<file path="config.mk">
export PLATFORM = sky130hd
export DESIGN_NAME = iisk_ram
export DESIGN_NICKNAME = d
export VERILOG_FILES = /design/src/sv/iisk_ram.sv
export SDC_FILE = /design/constraint.sdc
export NUM_CORES = 1
export LEC_CHECK = 0
export ABC_AREA = 1
export ABC_CLOCK_PERIOD_IN_PS = 2400
export BUFFER_PORTS_ARGS = -buffer_cell sky130_fd_sc_hd__buf_2
export CORE_MARGIN = 3
export CORE_UTILIZATION = 35
export DETAILED_ROUTE_END_ITERATION = 8
export GPL_TIMING_DRIVEN = 0
export PLACE_DENSITY_LB_ADDON = 0.15
export SKIP_LAST_GASP = 1
export SLEW_MARGIN = 20
export SYNTH_ARGS = -nofsm -noshare
export SYNTH_HDL_FRONTEND = slang
export SYNTH_SLANG_ARGS = --single-unit
</file>
<file path="constraint.sdc">
create_clock -name clk -period 2.4 [get_ports clk]
set_input_delay 0.36 -clock clk [delete_from_list [all_inputs] [get_ports clk]]
set_output_delay 0.36 -clock clk [all_outputs]
set_load 0.005 [all_outputs]
</file>
<file path="src/sv/iisk_ram.sv">
// Generic single-port-write, registered-read RAM.
module iisk_ram #(
  parameter int WIDTH = 8,
  parameter int DEPTH = 16
) (
  input  logic                     clk,
  input  logic                     we,
  input  logic [$clog2(DEPTH)-1:0] waddr,
  input  logic [WIDTH-1:0]         wdata,
  input  logic [$clog2(DEPTH)-1:0] raddr,
  output logic [WIDTH-1:0]         rdata
);

  logic [WIDTH-1:0] mem [DEPTH];

  // Write port and registered read port
  always_ff @(posedge clk) begin
    if (we) begin
      mem[waddr] <= wdata;
    end
    rdata <= mem[raddr];
  end

endmodule

</file>
---- Word-level counts from Yosys, hierarchy flattened ----
Memory sizes are Yosys's and may differ from the RTL's. A register that Yosys moved wholly into a read port is not among the register bits.
Cells that the tools add are included.
operators by class
  multiplexer cells ....................... 2
operator list
  kind    count
  $mux 1  2
storage, ports and cells
  flip-flop bits (word level) ............. 0
  RAM bits ................................ 128
  output and inout bits ................... 8
  memories kept ........................... 1
memory list
  memory  depth  bits a word  rd ports  clocked after Yosys merged registers in  write ports  RTL line  text
  mem     16     8            1         1                                        1            14        logic [WIDTH-1:0] mem [DEPTH];

---- Logic depth before layout (Yosys ltp) ----
Gate-level depths: netlist of the first run.
  depth in word-level cells ............... 2
  mapped depth ............................ 8
  gate-level depth less buffers ........... 7

---- Least setup slack after synthesis of the first run ----
Ideal clock, no wire load.
  path kind ............................... input-to-reg
  from .................................... input waddr[2]
  to ...................................... memory mem[10][0], enable pin
  library setup time ...................... 370 ps
  arrival time ............................ 941 ps
  data required time ...................... 2030 ps
  path slack .............................. 1089 ps
  cell stages on the path ................. 2
  buffers on the path ..................... 0
  cell sequence ........................... nand3b_1 -> nor2_1
RTL lines
  element             RTL line  text
  start: declaration  8         input logic [$clog2(DEPTH)-1:0] waddr,
  end: declaration    14
No word-level cell before the write port.

---- Final worst setup path of the first run ----
  from .................................... input waddr[1]
  to ...................................... memory mem[13][0], enable pin
No word-level cell before the write port.

==> results of run 1 <==
## critical path: cells and delay by family
kind / cells / cell delay (ns)
buffers and inverters: 2 / 0.17
AND/OR/NAND/NOR: 2 / 1.00
## area by class of cell
cell class                      count  area, um2  area share (%)
Inverter                          102        383            5.73
Multi-Input combinational cell    289       1210            18.2
Timing Repair Buffer               22        110            1.65
Clock buffer                       26        479            7.18
Tap cell                          216        270            4.05
Sequential cell                   136       4000            60.0
Buffer                             24        166            2.49
Clock inverter                      5       50.0           0.750
## flip-flops by register name, summed over array words and instances (netlist names)
register	cells
rdata	8
mem	128
## cells by family after synthesis
group                  Yosys count  synth area share (%)
and+or+nand+nor                289                  21.0
DFF                            136                  69.4
buffers and inverters          126                  9.52
## Yosys cell counts, drive strengths merged
master / n
buf: 24
dfxtp: 8
edfxtp: 128
inv: 102
nand2: 173
nand3: 97
nand3b: 2
nor2: 17
## through the flow
step / total power (uW) / util, % / instances / instance area [um2]
global placement: 3060 / 38.4 / 789 / 6150
CTS: 5430 / 41.7 / 820 / 6680
floorplan: 2910 / - / 551 / 5770
detailed placement: 3070 / 38.4 / 789 / 6150
finish: 5390 / 41.7 / 820 / 6680
global route: 5570 / 41.7 / 820 / 6680
## power by group
group	total, uW	internal [uW]	switching, uW	leakage, uW
Combinational	348	102	246	0.00139
Clock	2370	1460	908	0.000262
Sequential	2670	2660	12.1	0.00122
Total	5390	4220	1170	0.00287
## per-layer routing
| layer | vias to the layer above | track usage [%] | part of all wire (%) |
|---|---|---|---|
| met4 | 0 | 7.13 | 2.4 |
| met2 | 91 | 25.2 | 45 |
| met3 | 26 | 2.89 | 4.5 |
| met5 | - | 0 | 0 |
| met1 | 1752 | 25.1 | 48 |
| li1 | 1855 | - | - |
## cell usage in the layout (no fill, tap or decap), drive strengths merged
| cell type | n |
|---|---|
| dfxtp | 8 |
| nand3b | 2 |
| clkbuf | 26 |
| nand3 | 97 |
| edfxtp | 128 |
| bufinv | 1 |
| clkinv | 4 |
| nor2 | 17 |
| nand2 | 173 |
| inv | 102 |
| buf | 46 |
## worst max path at each step
stage	start	to	cells after the start
global placement	waddr[3]	mem[5][4]	3
CTS	waddr[3]	mem[4][1]	3
floorplan	waddr[2]	mem[10][0]	2
finish	waddr[1]	mem[13][0]	4
global route	waddr[1]	mem[13][0]	4
detailed placement	waddr[3]	mem[4][1]	3
==> metrics.txt, run 1 <==
worst reg-to-reg setup slack 1.36 ns; 1st-pass router iterations 5; post-cts sizing count 0; worst vdd ir between 0.0004 and 0.0005 V; LEAKAGE 0.00287 uW; Setup Viol. Count Final 0; Distinct cells, synth 12; ranking of synthesized cells by area edfxtp_1 67%, nand2_1 11%, nand3_1 8.4%; Ys Warns 0; Cells on Worst Hold Path 1; Worst-Skew Late Latency 0.42 ns; Vias/cell about 4.5; pin count of the biggest net entering global routing 17; CP Cell Sequence buf_2, inv_1, nand2_1, nor2_1; RSZ-0062 raised after global routing no; Max FO, Critical Path 8; Clk Tree Root Cell clkbuf_16; Initial Util 36.0%; row count 46; Final Max Slew Viols 0; Post-Place Worst Slack 0.463 ns; CORE AREA roughly 16,000 um2; Seq cells post-synth 136; Setup crit end kind register; Slew HR roughly 29%; DRC 0; P per Cell Area 807 nW/um2; H-tree depth 4; synthesized area per cell 10.5 um2; WL per Instance between 15 and 20 um; clk slew on worst S/H paths 0.06 ns; syn nets 569; worst r2r path cells 6; DP HPWL 9.66 mm; Tmin final approximately 1.5 ns; Worst setup SP type input port; cell count after synthesis 551; Filler cells between 1,500 and 2,000; Synth top area share between 60% and 70%; Top Ports 26; Area Overhead vs Synth 15.8%; run status finished, final reports clean; GRT Total Usage 17.1%; critical setup path kind in2reg; postcts setup bufs 0; Slew @ Worst Pin 1.07 ns; max-cap check violation count 0; gr ovfl total 0; I/O Buffers 22; sequential area share after synthesis 69.4%; Die Ht 134 um; final hold slack 0.366 ns; clock sink count 136; GPL Wtd Cong 0.798; slowest cell delay on critical path around 0.86 ns; CTS tree done; Final Hold Viols 0; post-route ant nets 0; Antenna Cells 0; Hold-fix buffers, CTS 0; arrival time worst endpoint 1.54 ns; Reg-to-Reg Start mem[7][4]; Slowest-stage cell, CP nor2_1; Clock Skew 0.00724 ns; min-delay worst type in2reg; Die ar. 18,100 um2; setup_tns 0 ns; Hold Crit Start wdata[2]; initial antenna violation count 0; Vias 3,724; final net count a little over 600; first-pass GRT wire length 22.2 mm; vias in the first global route 3,668; synthesized cell area 5770 um2; Period Utilization, post-route 62.7%; layout cells sized above 1 11.8%; hold endpoint mem[2][2]; 1st-iter DRT viols 371; Critical Path RT 2.44 ns; clock buffer depth 2; leading area contributor after synthesis edfxtp_1; Die Wd 134 um; fmax 0.665 GHz; total wire length 14.6 mm; clock buffer count from CTS 17; final worst slack 0.896 ns; Reg-to-Reg End rdata[4]
Note: power is estimated with default switching activity, not from simulation.
==> run 2: changes to the inputs <==
--- a/config.mk
+++ b/config.mk
@@ -6,7 +6,7 @@
 export NUM_CORES = 1
 export LEC_CHECK = 0
 export ABC_AREA = 1
-export ABC_CLOCK_PERIOD_IN_PS = 2400
+export ABC_CLOCK_PERIOD_IN_PS = 1290
 export BUFFER_PORTS_ARGS = -buffer_cell sky130_fd_sc_hd__buf_2
 export CORE_MARGIN = 3
 export CORE_UTILIZATION = 35
==> constraint.sdc (replaced) <==
create_clock -name clk -period 1.29 [get_ports clk]
set_input_delay 0.1935 -clock clk [delete_from_list [all_inputs] [get_ports clk]]
set_output_delay 0.1935 -clock clk [all_outputs]
set_load 0.005 [all_outputs]
==> run 2 against run 1 <==
  * Largest cell class unchanged
  * Critical path type unchanged
  * Non-clock buffer count unchanged
  * The flow now finishes with violations (negative setup slack)
  * Combinational power grew 87%
  * Register-to-register slack got worse by 1.1 ns
  * First-iteration DRC count fell by 2.7%
  * Critical endpoint is now mem[5][3]
  * Hold slack lost 0.17 ns
  * Core utilization barely moved
  * Die area is the same
  * Clock power grew 86%
  * Global-route usage did not move
  * Cell area is essentially flat
==> metrics.txt, run 2 (same netlist as run 1, synthesis figures left out) <==
initial antenna violation count 0 (unchanged); GRT Total Usage 17.1% (unchanged); run status finished, violations left; arrival time worst endpoint 1.36 ns (-0.18 ns); Multi-input gate area 1220 um2 (+0.41%); CP Cell Sequence buf_2, nand3b_1, nor2_1; GPL Wtd Cong 0.798 (unchanged); Reg-to-Reg Start mem[7][4]; worst r2r path cells 6 (unchanged); min-delay worst type in2reg; worst vdd ir 0.000866 V (+87%); clock sink count 136 (unchanged); I/O Buffers 22 (unchanged); row count 46 (unchanged); RSZ-0062 raised after global routing yes; Final Util 41.8% (about the same); WL per Instance 17.9 um (+0.13%); slowest cell delay on critical path 0.79 ns (-0.07 ns); CORE AREA 16,000 um2 (unchanged); Worst setup SP type input port; DRC 0 (unchanged); Hold-fix buffers, CTS 0 (unchanged); clock buffer count from CTS 17 (unchanged); Reg-to-Reg End rdata[4]; Die Wd 134 um (unchanged); biggest regs mem x128, rdata x8; P per Cell Area 1500 nW/um2 (+86%); Crit. Startpoint waddr[3]; postcts setup bufs 0 (unchanged); Critical Path RT 1.33 ns (-1.11 ns); Slew @ Worst Pin 0.973 ns (-0.0918 ns); sequential standard cell area 4000 um2 (unchanged); 1st-iter DRT viols 361 (-2.7%); Slew HR 34.9% (+6.1 points); Setup Viol. Count Final 13 (+13); clock buffer depth 2 (unchanged); worst reg-to-reg setup slack 0.25 ns (-1.11 ns); post-route ant nets 0 (unchanged); final worst slack -0.0266 ns (-0.922 ns); most common cell after layout, fill and taps aside nand2_1; vias in the first global route 3,670 (+0.055%); Hold Crit Start wdata[2]; LEAKAGE 0.00287 uW (about the same); DP HPWL 9.66 mm (unchanged); Die ar. 18,100 um2 (unchanged); final net count 610 (unchanged); CTS tree done; Worst-Skew Late Latency 0.42 ns (about the same); Largest Register mem; Final Max Slew Viols 0 (unchanged); Die Ht 134 um (unchanged); first-pass GRT wire length 22.2 mm (unchanged); Final Hold Viols 0 (unchanged); Period Utilization, post-route 102%; clk slew on worst S/H paths 0.06 ns (about the same); Vias 3,766 (+1.1%); Antenna Cells 0 (unchanged); Initial Util 36.0% (unchanged); Top Ports 26 (unchanged); Vias/cell 4.59 (+1.1%); Tmin final 1.32 ns; pin count of the biggest net entering global routing 17 (unchanged); setup_tns -0.185 ns (-0.185 ns); layout cells sized above 1 12.1% (+0.33 points); max reg flops 128 (unchanged); final hold slack 0.196 ns (-0.170 ns); H-tree depth 4 (unchanged); max-cap check violation count 0 (unchanged); Area Overhead vs Synth 15.9% (about the same); Setup crit end kind register; total wire length 14.7 mm (+0.13%); Post-Place Worst Slack -0.481 ns (-0.944 ns); Max FO, Critical Path 8 (unchanged); fmax 0.760 GHz; Clk Tree Root Cell clkbuf_16; Filler cells 1,617 (-0.19%); gr ovfl total 0 (unchanged); Clock Skew 0.00743 ns (+0.000190 ns); Slowest-stage cell, CP nor2_1; most frequent cells in the layout 173 x nand2_1, 128 x edfxtp_1, 100 x inv_1, 97 x nand3_1, 35 x buf_2; 1st-pass router iterations 4 (-1); Worst Setup EP mem[5][3]; failing checks negative setup slack; critical setup path kind in2reg
## run 2: cell counts in the layout (fill, tap and decap cells not counted)
Identical to the previous run, type by type.
## run 2: critical path: cells and delay by family
| family | cells | cell delay [ns] |
|---|---|---|
| AND/OR/NAND/NOR | 2 | 1.04 |
| buffers and inverters | 1 | 0.12 |
## run 2: metal layers
layer	part of all wire (%)	GRT usage, %
met1	48	25.1
met2	45	25.2
met3	4.5	2.89
met4	2.5	7.13
met5	0	0
## run 2: stage by stage
stage | power [uW] | cells | area, um2
final | 10000 | 820 | 6680
after global routing | 10400 | 820 | 6680
after CTS | 10100 | 820 | 6680
after detailed placement | 5710 | 789 | 6150
after global placement | 5700 | 789 | 6150
after floorplan | 5410 | 551 | 5770
## run 2: area by class of cell
cell class | instances | area share [%]
clock inverters | 5 | 0.749
plain buffers | 24 | 2.49
well taps | 216 | 4.04
flip-flops and latches | 136 | 59.9
inverters | 102 | 5.73
clock buffers | 26 | 7.17
repair buffers | 22 | 1.65
multi-input cells | 289 | 18.2
## run 2: report_power, final
part	total, uW	internal, uW	leakage, uW	switching (uW)
clock	4420	2720	0.000262	1690
sequential	4970	4940	0.00122	22.5
combinational	650	190	0.00139	460
## run 2: worst min-delay path by stage
stage          cells after the start        end  slack, ns
2_1_floorplan                      0  mem[0][0]       0.29
3_3_place_gp                       1   rdata[0]       0.57
3_5_place_dp                       1   rdata[5]       0.57
4_1_cts                            1  mem[2][2]       0.20
5_1_grt                            1  mem[4][2]       0.20
6_report                           1  mem[4][2]       0.20
## run 2: repair_timing
item                                    4_1_cts  5_1_grt
resized for setup                             1        1
endpoints found under the setup margin       24       24
cloned                                        0        0
